==> config.mk <==
export PLATFORM = sky130hd
export DESIGN_NAME = button_debounce_click_classifier
export DESIGN_NICKNAME = d
export VERILOG_FILES = /design/src/hdl/bdcc_pkg.sv /design/src/hdl/bdcc_regs.sv /design/src/hdl/bdcc_core.sv /design/src/hdl/button_debounce_click_classifier.sv
export VERILOG_INCLUDE_DIRS = /design/src /design/src/hdl
export SDC_FILE = /design/constraint.sdc
export NUM_CORES = 1
export LEC_CHECK = 0
export BUFFER_PORTS_ARGS = -buffer_cell sky130_fd_sc_hd__buf_2
export CORE_MARGIN = 4
export CORE_UTILIZATION = 30
export CTS_BUF_LIST = sky130_fd_sc_hd__clkbuf_4
export CTS_CLUSTER_DIAMETER = 100
export DETAILED_ROUTE_END_ITERATION = 7
export HOLD_SLACK_MARGIN = 0.05
export PLACE_DENSITY = 0.52
export SYNTH_ARGS = -nofsm -noshare
export SYNTH_HDL_FRONTEND = slang
export SYNTH_HIERARCHICAL = 1
export SYNTH_SLANG_ARGS = --single-unit
export TNS_END_PERCENT = 5
==> constraint.sdc <==
create_clock -name clk -period 17.3 [get_ports clk]
set_input_delay 0.865 -clock clk [delete_from_list [all_inputs] [get_ports clk]]
set_output_delay 0.865 -clock clk [all_outputs]
set_load 0.01 [all_outputs]
==> src/hdl/button_debounce_click_classifier_defines.svh <==
// ----------------------------------------------------------------------------
// Assertion macros for the button debounce and click classifier
// Shared wrappers that keep every concurrent check in one reporting style.
// ----------------------------------------------------------------------------
`ifndef BUTTON_DEBOUNCE_CLICK_CLASSIFIER_DEFINES_SVH
`define BUTTON_DEBOUNCE_CLICK_CLASSIFIER_DEFINES_SVH

// A condition that must hold at every clock edge outside reset.
`define BDCC_ASSERT_ALWAYS(label, clk, rst_n, cond) \
    label: assert property (@(posedge clk) disable iff (!rst_n) (cond)) \
        else $error("bdcc: invariant violated");

// A consequence that must hold in the same cycle as its trigger.
`define BDCC_ASSERT_IMPLY(label, clk, rst_n, ante, cons) \
    label: assert property (@(posedge clk) disable iff (!rst_n) (ante) |-> (cons)) \
        else $error("bdcc: implication violated");

`endif

==> src/hdl/bdcc_pkg.sv <==
// ----------------------------------------------------------------------------
// bdcc_pkg
// Types, register codes and reset values shared by the click classifier.
// ----------------------------------------------------------------------------
`default_nettype none

package bdcc_pkg;

    localparam int AddrW = 5;
    localparam int DataW = 32;

    localparam logic [11:0] ThresholdReset    = 12'd20;
    localparam logic [15:0] ReadIntervalReset = 16'd10;
    localparam logic [15:0] DebounceReset     = 16'd50;
    localparam logic [15:0] ClickTimeoutReset = 16'd400;
    localparam logic [15:0] LongPressReset    = 16'd1000;
    localparam logic [2:0]  TallyMax          = 3'd4;

    typedef enum logic [2:0] {
        REG_ANALOG_MODE   = 3'd0,
        REG_ACTIVE_LEVEL  = 3'd1,
        REG_THRESHOLD     = 3'd2,
        REG_READ_INTERVAL = 3'd3,
        REG_DEBOUNCE      = 3'd4,
        REG_CLICK_TIMEOUT = 3'd5,
        REG_LONG_PRESS    = 3'd6
    } reg_idx_t;

    typedef enum logic [1:0] {
        MODE_IDLE    = 2'd0,
        MODE_PRESSED = 2'd1,
        MODE_WAITING = 2'd2
    } mode_t;

    typedef enum logic [2:0] {
        EV_NONE   = 3'd0,
        EV_ANY    = 3'd1,
        EV_SINGLE = 3'd2,
        EV_DOUBLE = 3'd3,
        EV_TRIPLE = 3'd4,
        EV_QUAD   = 3'd5,
        EV_LONG   = 3'd6
    } event_t;

    typedef struct packed {
        logic        analog_mode;
        logic        active_level;
        logic [11:0] analog_threshold;
        logic [15:0] read_interval_ms;
        logic [15:0] debounce_ms;
        logic [15:0] click_timeout_ms;
        logic [15:0] long_press_ms;
    } cfg_t;

    typedef struct packed {
        logic        action;
        logic [31:0] now_ms;
        logic        pin_level;
        logic [11:0] analog_sample;
    } item_t;

    typedef struct packed {
        event_t ev;
        logic   level;
    } result_t;

endpackage

`default_nettype wire

==> src/hdl/bdcc_regs.sv <==
// ----------------------------------------------------------------------------
// bdcc_regs
// APB register file holding the classifier settings.
// ----------------------------------------------------------------------------
`default_nettype none

module bdcc_regs (
    input  wire logic                        clk,
    input  wire logic                        rst_n,
    input  wire logic                        psel,
    input  wire logic                        penable,
    input  wire logic                        pwrite,
    input  wire logic [bdcc_pkg::AddrW-1:0]  paddr,
    input  wire logic [bdcc_pkg::DataW-1:0]  pwdata,
    output logic      [bdcc_pkg::DataW-1:0]  prdata,
    output logic                             pready,
    output bdcc_pkg::cfg_t                   cfg
);

    bdcc_pkg::cfg_t     cfg_reg;
    bdcc_pkg::reg_idx_t idx;
    logic               wr_en;

    assign idx    = bdcc_pkg::reg_idx_t'(paddr[4:2]);
    assign wr_en  = psel && penable && pwrite;
    assign pready = 1'b1;
    assign cfg    = cfg_reg;

    always_ff @(posedge clk or negedge rst_n)
    begin
        if (!rst_n)
        begin
            cfg_reg.analog_mode      <= 1'b0;
            cfg_reg.active_level     <= 1'b0;
            cfg_reg.analog_threshold <= bdcc_pkg::ThresholdReset;
            cfg_reg.read_interval_ms <= bdcc_pkg::ReadIntervalReset;
            cfg_reg.debounce_ms      <= bdcc_pkg::DebounceReset;
            cfg_reg.click_timeout_ms <= bdcc_pkg::ClickTimeoutReset;
            cfg_reg.long_press_ms    <= bdcc_pkg::LongPressReset;
        end
        else if (wr_en)
        begin
            case (idx)
                bdcc_pkg::REG_ANALOG_MODE:   cfg_reg.analog_mode      <= pwdata[0];
                bdcc_pkg::REG_ACTIVE_LEVEL:  cfg_reg.active_level     <= pwdata[0];
                bdcc_pkg::REG_THRESHOLD:     cfg_reg.analog_threshold <= pwdata[11:0];
                bdcc_pkg::REG_READ_INTERVAL: cfg_reg.read_interval_ms <= pwdata[15:0];
                bdcc_pkg::REG_DEBOUNCE:      cfg_reg.debounce_ms      <= pwdata[15:0];
                bdcc_pkg::REG_CLICK_TIMEOUT: cfg_reg.click_timeout_ms <= pwdata[15:0];
                bdcc_pkg::REG_LONG_PRESS:    cfg_reg.long_press_ms    <= pwdata[15:0];
                default: ;
            endcase
        end
    end

    always_comb
    begin
        case (idx)
            bdcc_pkg::REG_ANALOG_MODE:   prdata = {31'd0, cfg_reg.analog_mode};
            bdcc_pkg::REG_ACTIVE_LEVEL:  prdata = {31'd0, cfg_reg.active_level};
            bdcc_pkg::REG_THRESHOLD:     prdata = {20'd0, cfg_reg.analog_threshold};
            bdcc_pkg::REG_READ_INTERVAL: prdata = {16'd0, cfg_reg.read_interval_ms};
            bdcc_pkg::REG_DEBOUNCE:      prdata = {16'd0, cfg_reg.debounce_ms};
            bdcc_pkg::REG_CLICK_TIMEOUT: prdata = {16'd0, cfg_reg.click_timeout_ms};
            bdcc_pkg::REG_LONG_PRESS:    prdata = {16'd0, cfg_reg.long_press_ms};
            default:                     prdata = '0;
        endcase
    end

endmodule

`default_nettype wire

==> src/hdl/bdcc_core.sv <==
// ----------------------------------------------------------------------------
// bdcc_core
// Debounce and click classification state with its next-state update logic.
// ----------------------------------------------------------------------------
`default_nettype none

`include "button_debounce_click_classifier_defines.svh"

module bdcc_core (
    input  wire logic            clk,
    input  wire logic            rst_n,
    input  wire bdcc_pkg::cfg_t  cfg,
    input  wire logic            step_en,
    input  wire bdcc_pkg::item_t item,
    output bdcc_pkg::result_t    res
);

    logic                stable_reg, stable_next;
    logic                prev_reg, prev_next;
    logic [31:0]         last_reg, last_next;
    logic [31:0]         change_reg, change_next;
    logic [31:0]         press_reg, press_next;
    logic [31:0]         release_reg, release_next;
    bdcc_pkg::mode_t     mode_reg, mode_next;
    logic [2:0]          tally_reg, tally_next;
    bdcc_pkg::event_t    ev;
    logic                s;
    logic [31:0]         now;
    logic                click_ev;
    logic                long_ev;

    assign now = item.now_ms;
    assign s   = cfg.analog_mode ? (item.analog_sample < cfg.analog_threshold)
                                 : (item.pin_level == cfg.active_level);

    always_ff @(posedge clk or negedge rst_n)
    begin
        if (!rst_n)
        begin
            stable_reg  <= 1'b0;
            prev_reg    <= 1'b0;
            last_reg    <= '0;
            change_reg  <= '0;
            press_reg   <= '0;
            release_reg <= '0;
            mode_reg    <= bdcc_pkg::MODE_IDLE;
            tally_reg   <= '0;
        end
        else
        begin
            stable_reg  <= stable_next;
            prev_reg    <= prev_next;
            last_reg    <= last_next;
            change_reg  <= change_next;
            press_reg   <= press_next;
            release_reg <= release_next;
            mode_reg    <= mode_next;
            tally_reg   <= tally_next;
        end
    end

    // Each later check sees the times already updated earlier in the same beat,
    // so a stamp taken now yields a zero difference.
    always_comb
    begin
        stable_next  = stable_reg;
        prev_next    = prev_reg;
        last_next    = last_reg;
        change_next  = change_reg;
        press_next   = press_reg;
        release_next = release_reg;
        mode_next    = mode_reg;
        tally_next   = tally_reg;
        ev           = bdcc_pkg::EV_NONE;
        if (step_en)
        begin
            if (item.action)
            begin
                stable_next = s;
                prev_next   = s;
            end
            else if ((now - last_reg) >= {16'd0, cfg.read_interval_ms})
            begin
                last_next = now;
                if (s != prev_reg)
                begin
                    change_next = now;
                end
                if (((now - change_next) > {16'd0, cfg.debounce_ms}) && (s != stable_reg))
                begin
                    stable_next = s;
                    if (s)
                    begin
                        press_next = now;
                        mode_next  = bdcc_pkg::MODE_PRESSED;
                        ev         = bdcc_pkg::EV_ANY;
                    end
                    else if (mode_reg == bdcc_pkg::MODE_PRESSED)
                    begin
                        if ((now - press_reg) < {16'd0, cfg.long_press_ms})
                        begin
                            if (tally_reg < bdcc_pkg::TallyMax)
                            begin
                                tally_next = tally_reg + 3'd1;
                            end
                            release_next = now;
                            mode_next    = bdcc_pkg::MODE_WAITING;
                        end
                        else
                        begin
                            mode_next  = bdcc_pkg::MODE_IDLE;
                            tally_next = '0;
                        end
                    end
                end
                prev_next = s;

                if ((mode_next == bdcc_pkg::MODE_WAITING) &&
                    ((now - release_next) > {16'd0, cfg.click_timeout_ms}))
                begin
                    if (tally_next >= bdcc_pkg::TallyMax)
                    begin
                        ev = bdcc_pkg::EV_QUAD;
                    end
                    else if (tally_next == 3'd3)
                    begin
                        ev = bdcc_pkg::EV_TRIPLE;
                    end
                    else if (tally_next == 3'd2)
                    begin
                        ev = bdcc_pkg::EV_DOUBLE;
                    end
                    else if (tally_next == 3'd1)
                    begin
                        ev = bdcc_pkg::EV_SINGLE;
                    end
                    tally_next = '0;
                    mode_next  = bdcc_pkg::MODE_IDLE;
                end
                if ((mode_next == bdcc_pkg::MODE_PRESSED) &&
                    ((now - press_next) > {16'd0, cfg.long_press_ms}))
                begin
                    ev         = bdcc_pkg::EV_LONG;
                    mode_next  = bdcc_pkg::MODE_IDLE;
                    tally_next = '0;
                end
            end
        end
    end

    assign res.ev    = ev;
    assign res.level = stable_next;

    // Click reports and long presses, used by the checks below.
    assign click_ev = ev inside {bdcc_pkg::EV_SINGLE, bdcc_pkg::EV_DOUBLE,
                                 bdcc_pkg::EV_TRIPLE, bdcc_pkg::EV_QUAD};
    assign long_ev  = (ev == bdcc_pkg::EV_LONG);

    `BDCC_ASSERT_ALWAYS(a_tally_sat, clk, rst_n, tally_reg <= bdcc_pkg::TallyMax)
    `BDCC_ASSERT_IMPLY(a_idle_clear, clk, rst_n, mode_reg == bdcc_pkg::MODE_IDLE, tally_reg == '0)
    `BDCC_ASSERT_IMPLY(a_long_held, clk, rst_n, long_ev, mode_reg == bdcc_pkg::MODE_PRESSED)
    `BDCC_ASSERT_IMPLY(a_click_wait, clk, rst_n, click_ev, mode_reg == bdcc_pkg::MODE_WAITING)

endmodule

`default_nettype wire

==> src/hdl/button_debounce_click_classifier.sv <==
// Path: a sample beat is held in the input register once accepted, and its
// result is captured in the result register when the held beat advances.
// Throughput: one beat per cycle while result_stall is low.
// Reset: rst_n clears all classifier state, the pipeline valids and the
// settings to their defaults at once; no clearing pass follows.
// ----------------------------------------------------------------------------
// button_debounce_click_classifier
// Debounces a timestamped button sample stream and reports press, multi-click
// and long-press events, one result beat per sample beat.
// ----------------------------------------------------------------------------
`default_nettype none

module button_debounce_click_classifier (
    input  wire logic                        clk,
    input  wire logic                        rst_n,
    // Sample channel
    input  wire logic                        sample_valid,
    output logic                             sample_stall,
    input  wire logic                        action,
    input  wire logic [31:0]                 now_ms,
    input  wire logic                        pin_level,
    input  wire logic [11:0]                 analog_sample,
    // Result channel
    output logic                             result_valid,
    input  wire logic                        result_stall,
    output logic [2:0]                       event_code,
    output logic                             debounced_level,
    // Configuration port
    input  wire logic                        psel,
    input  wire logic                        penable,
    input  wire logic                        pwrite,
    input  wire logic [bdcc_pkg::AddrW-1:0]  paddr,
    input  wire logic [bdcc_pkg::DataW-1:0]  pwdata,
    output logic      [bdcc_pkg::DataW-1:0]  prdata,
    output logic                             pready
);

    bdcc_pkg::cfg_t    cfg;
    bdcc_pkg::item_t   item_reg;
    bdcc_pkg::result_t step_res;
    bdcc_pkg::result_t result_reg;
    logic              in_full_reg, in_full_next;
    logic              out_valid_reg, out_valid_next;
    logic              accept;
    logic              advance;

    bdcc_regs u_regs (
        .clk     (clk),
        .rst_n   (rst_n),
        .psel    (psel),
        .penable (penable),
        .pwrite  (pwrite),
        .paddr   (paddr),
        .pwdata  (pwdata),
        .prdata  (prdata),
        .pready  (pready),
        .cfg     (cfg)
    );

    // The held sample moves into the classifier whenever the result register
    // is empty or its beat is being taken this cycle. The input register can
    // therefore take a new beat while a finished result still waits.
    assign advance      = in_full_reg && (!out_valid_reg || !result_stall);
    assign sample_stall = in_full_reg && !advance;
    assign accept       = sample_valid && !sample_stall;

    assign in_full_next   = accept || (in_full_reg && !advance);
    assign out_valid_next = advance || (out_valid_reg && result_stall);

    always_ff @(posedge clk or negedge rst_n)
    begin
        if (!rst_n)
        begin
            in_full_reg   <= 1'b0;
            out_valid_reg <= 1'b0;
        end
        else
        begin
            in_full_reg   <= in_full_next;
            out_valid_reg <= out_valid_next;
        end
    end

    // Payload registers load only on their handshakes and need no reset.
    always_ff @(posedge clk)
    begin
        if (accept)
        begin
            item_reg.action        <= action;
            item_reg.now_ms        <= now_ms;
            item_reg.pin_level     <= pin_level;
            item_reg.analog_sample <= analog_sample;
        end
        if (advance)
        begin
            result_reg <= step_res;
        end
    end

    // The classifier state is updated in the same cycle that the held sample
    // advances, so the following sample sees its effect immediately.
    bdcc_core u_core (
        .clk     (clk),
        .rst_n   (rst_n),
        .cfg     (cfg),
        .step_en (advance),
        .item    (item_reg),
        .res     (step_res)
    );

    assign result_valid    = out_valid_reg;
    assign event_code      = result_reg.ev;
    assign debounced_level = result_reg.level;

endmodule

`default_nettype wire
==> impl_metrics.csv <==
group,metric,value,unit
setup_path,critPathSlowestCell,"a2111oi_1",
synth,synth_cells,2692,
synth,async_reset_ff_share,81.1,%
timing,max_slew_margin,16.4,%
power,p_per_area,144,nW/um^2
route,wirelength,74000,um
clocking,cts_root_buffer,"clkbuf_4",
route,vias,20300,
synth,synth_area_leaders,"dfrtp_1 (21%), ha_1 (13%), edfxtp_1 (6.4%), mux2_2 (4.9%), mux2i_1 (4.6%)",
synth,yosys_warnings,6,
power,switching_share,45.8,%
placed_design,gp_congestion,0.879,
placed_design,portBuffers,93,
clocking,clkSinkCount,265,
die,ios,129,
final_layout,fin_cells,3919,
timing,max_freq,62.6,MHz
outcome,status,"complete, no violations",
final_layout,syn_to_final_growth,11.2,%
power,p_switching,1.72,mW
route,drt_iter0_markers,1118,
timing,fin_crit_sh,92.4,%
grt,grt_pass1_vias,19800,
clocking,postCtsSetupBuffers,0,
timing,hold_slack,0.182,ns
synth,syn_area,23500,um^2
synth,synth.distinct_cells,107,
clocking,htreeDepth,3,
timing,period_minus_slack,15.98,ns
timing,skew,0.0610,ns
timing,fin_ws,1.32,ns
power,p_comb_share,59.3,%
placed_design,placedCellCount,3762,
final_layout,finalNetCount,3144,
power,finalPower,3.77,mW
setup_path,critPathLaunchType,"register",
setup_path,cp_data_arrival_time,16.49,ns
power,p_int,2.04,mW
placed_design,dpl_cell_area,25100,um^2
placed_design,dp.final_hpwl,56300,um
route,viasPerCell,5.19,
synth,synth_seq_cells,265,
die,rows,102,
route,wl_per_cell,18.9,um
setup_path,cp_max_fo,11,
setup_path,worstSetupEndpointType,"register",
final_layout,largest_reg_flops,78,
synth,synthFlopType,"dfrtp_1",
timing,finalSetupViolCount,0,
setup_path,path_class,"register to register",
power,max-vdd-ir-drop,0.0468,mV
synth,ys_seq_area_share,29.3,%
die,coreArea,77600,um^2
clocking,clockBufferDepth,3,
die,dieArea,83000,um^2
final_layout,drive_above_1_share,15.0,%
grt,grt_max_degree,106,
synth,synth_area_leader_cell,"dfrtp_1",
flow_run,maxCapViolCount,0,
placed_design,dp_slack,1.45,ns
clocking,clkTransAtPathRegs,0.07,ns
setup_path,crit_required,17.81,ns
timing,hold_viol_final,0,
timing,worst_pin_slew,1.25,ns
timing,drv_slew,0,
synth,synth_edf_count,50,
setup_path,path_common_cell,"nand4_1",
grt,grt_overflow,0,
clocking,cts_inserted_buffers,84,
final_layout,utilization,33.7,%
grt,grt_usage,17.6,%
clocking,clkLatencyLatePin,0.86,ns
grt,grt_antenna_before_repair,5,
die,dieWidth,288,um
power,power_frac_seq,23.4,%
timing,rsz0062_at_grt,"no",
synth,synth.top_cell.area_share,21.2,%
worst_hold_path,hold_class,"primary input to register",
die,initial_core_util,30.3,%
route,drc_errors,0,
die,die_y,288,um
timing,tns,0,ns
clocking,cts_tree,"built",
power,leakagePower,11.5,nW
power,p_clk_share,17.3,%
route,firstDrtPassIters,5,
final_layout,finalInstanceArea,26200,um^2
grt,grt_first_pass_wirelength,115000,um
synth,synth.avg_cell_area,8.74,um^2
route,ant_nets,0,
setup_path,cpPeakStageDelay,0.99,ns
-- synthesized netlist by cell type (all sizes together) (9+ instances only) --
| master | n |
|---|---|
| inv | 204 |
| nor2 | 171 |
| ha | 240 |
| o2111ai | 11 |
| nand3 | 57 |
| a21oi | 179 |
| o21bai | 26 |
| nor4 | 15 |
| edfxtp | 50 |
| nor2b | 31 |
| a221o | 16 |
| or2 | 12 |
| dfrtp | 199 |
| xor2 | 30 |
| o21ai | 212 |
| mux2i | 107 |
| a221oi | 9 |
| mux2 | 114 |
| o211ai | 23 |
| o31ai | 12 |
| nor3 | 48 |
| a22o | 14 |
| a211o | 9 |
| or3 | 18 |
| nand2 | 239 |
| a2111oi | 12 |
| a211oi | 27 |
| and2 | 15 |
| dfstp | 16 |
| nand2b | 46 |
| o21a | 39 |
| and3 | 27 |
| or4 | 9 |
| a21o | 81 |
| nand3b | 9 |
| a31oi | 16 |
| o22ai | 11 |
| buf | 50 |
| xnor2 | 61 |
| clkbuf | 64 |
| nand4 | 37 |
| a21boi | 14 |
-- area by class of cell --
cell class              count  area [um^2]
clock inverters            25          131
flip-flops and latches    265         6900
repair buffers            130          756
diodes                      5         12.5
inverters                 204          766
well taps                1040         1300
fillers                  8218        51400
clock buffers             126          946
multi-input cells        2124        15400
-- final timing paths --
check / startpoint / end / slack (ns) / depth (start not counted)
max reg2reg: u_regs/cfg[66]$_DFFE_PN1P_ / event_code[1]$_DFFE_PP_ / 1.32 / 61
max in group asynchronous: rst_n / u_core/press_reg[15]$_DFFE_PN0P_ / 15.31 / 3
max: u_regs/cfg[66]$_DFFE_PN1P_ / event_code[1]$_DFFE_PP_ / 1.32 / 61
min: now_ms[0] / item_reg[13]$_DFFE_PP_ / 0.18 / 1
min reg2reg: u_core/change_reg[20]$_DFFE_PN0P_ / u_core/change_reg[20]$_DFFE_PN0P_ / 0.48 / 2
min in group asynchronous: rst_n / u_core/change_reg[21]$_DFFE_PN0P_ / 0.62 / 2
-- worst max-delay path, delay by kind of cell (launching register included) --
kind / cells / cell delay [ns]
flops: 1 / 0.54
fa+ha+maj: 8 / 2.39
simple gates: 20 / 4.73
compound gates: 25 / 6.48
xor+xnor: 2 / 0.55
mux: 1 / 0.32
buf+inv: 5 / 0.59
-- repair_timing --
| item | CTS | global route |
|---|---|---|
| hold buffers | 1 | 0 |
| gates resized for setup | 0 | 0 |
| hold endpoints to repair | 16 | 0 |
-- per-layer routing --
metal | vias up | track usage, % | part of all wire [%]
met5 | - | 0 | 0.018
met4 | 2 | 5.11 | 2.2
met3 | 101 | 2.64 | 4.3
met2 | 388 | 28.9 | 47
met1 | 9696 | 24.0 | 47
li1 | 10200 | - | -
-- kinds of logic after synthesis --
kind of cell | Yosys count | share of synthesized area (%)
AO/OA/AOI/OAI | 777 | 21.7
XOR/XNOR | 91 | 3.39
adder cells (fa/ha/maj) | 253 | 13.5
buffers and inverters | 318 | 5.74
flip-flops | 265 | 29.3
multiplexers | 221 | 10.2
other | 2 | 0.0319
AND/OR/NAND/NOR | 765 | 16.2
-- placed cells by master (no fill, tap or decap), drive strengths merged, types with 50 or more instances in the layout --
cell	instances
nand2	239
buf	129
a21oi	179
nand3	57
nor2	171
o21ai	212
mux2	114
dfrtp	199
mux2i	107
edfxtp	50
ha	240
a21o	81
inv	206
xnor2	61
clkbuf	126
-- power by group through the flow --
stage                     registers [mW]  logic [mW]  clock network [mW]
final                              0.881        2.24               0.650
after floorplan                    0.854        1.70                   0
after detailed placement           0.891        2.22                   0
after CTS                          0.880        2.23               0.683
after global routing               0.897        2.51               0.719
after global placement             0.888        2.22                   0
No activity file was read; power rests on OpenSTA's default activity.
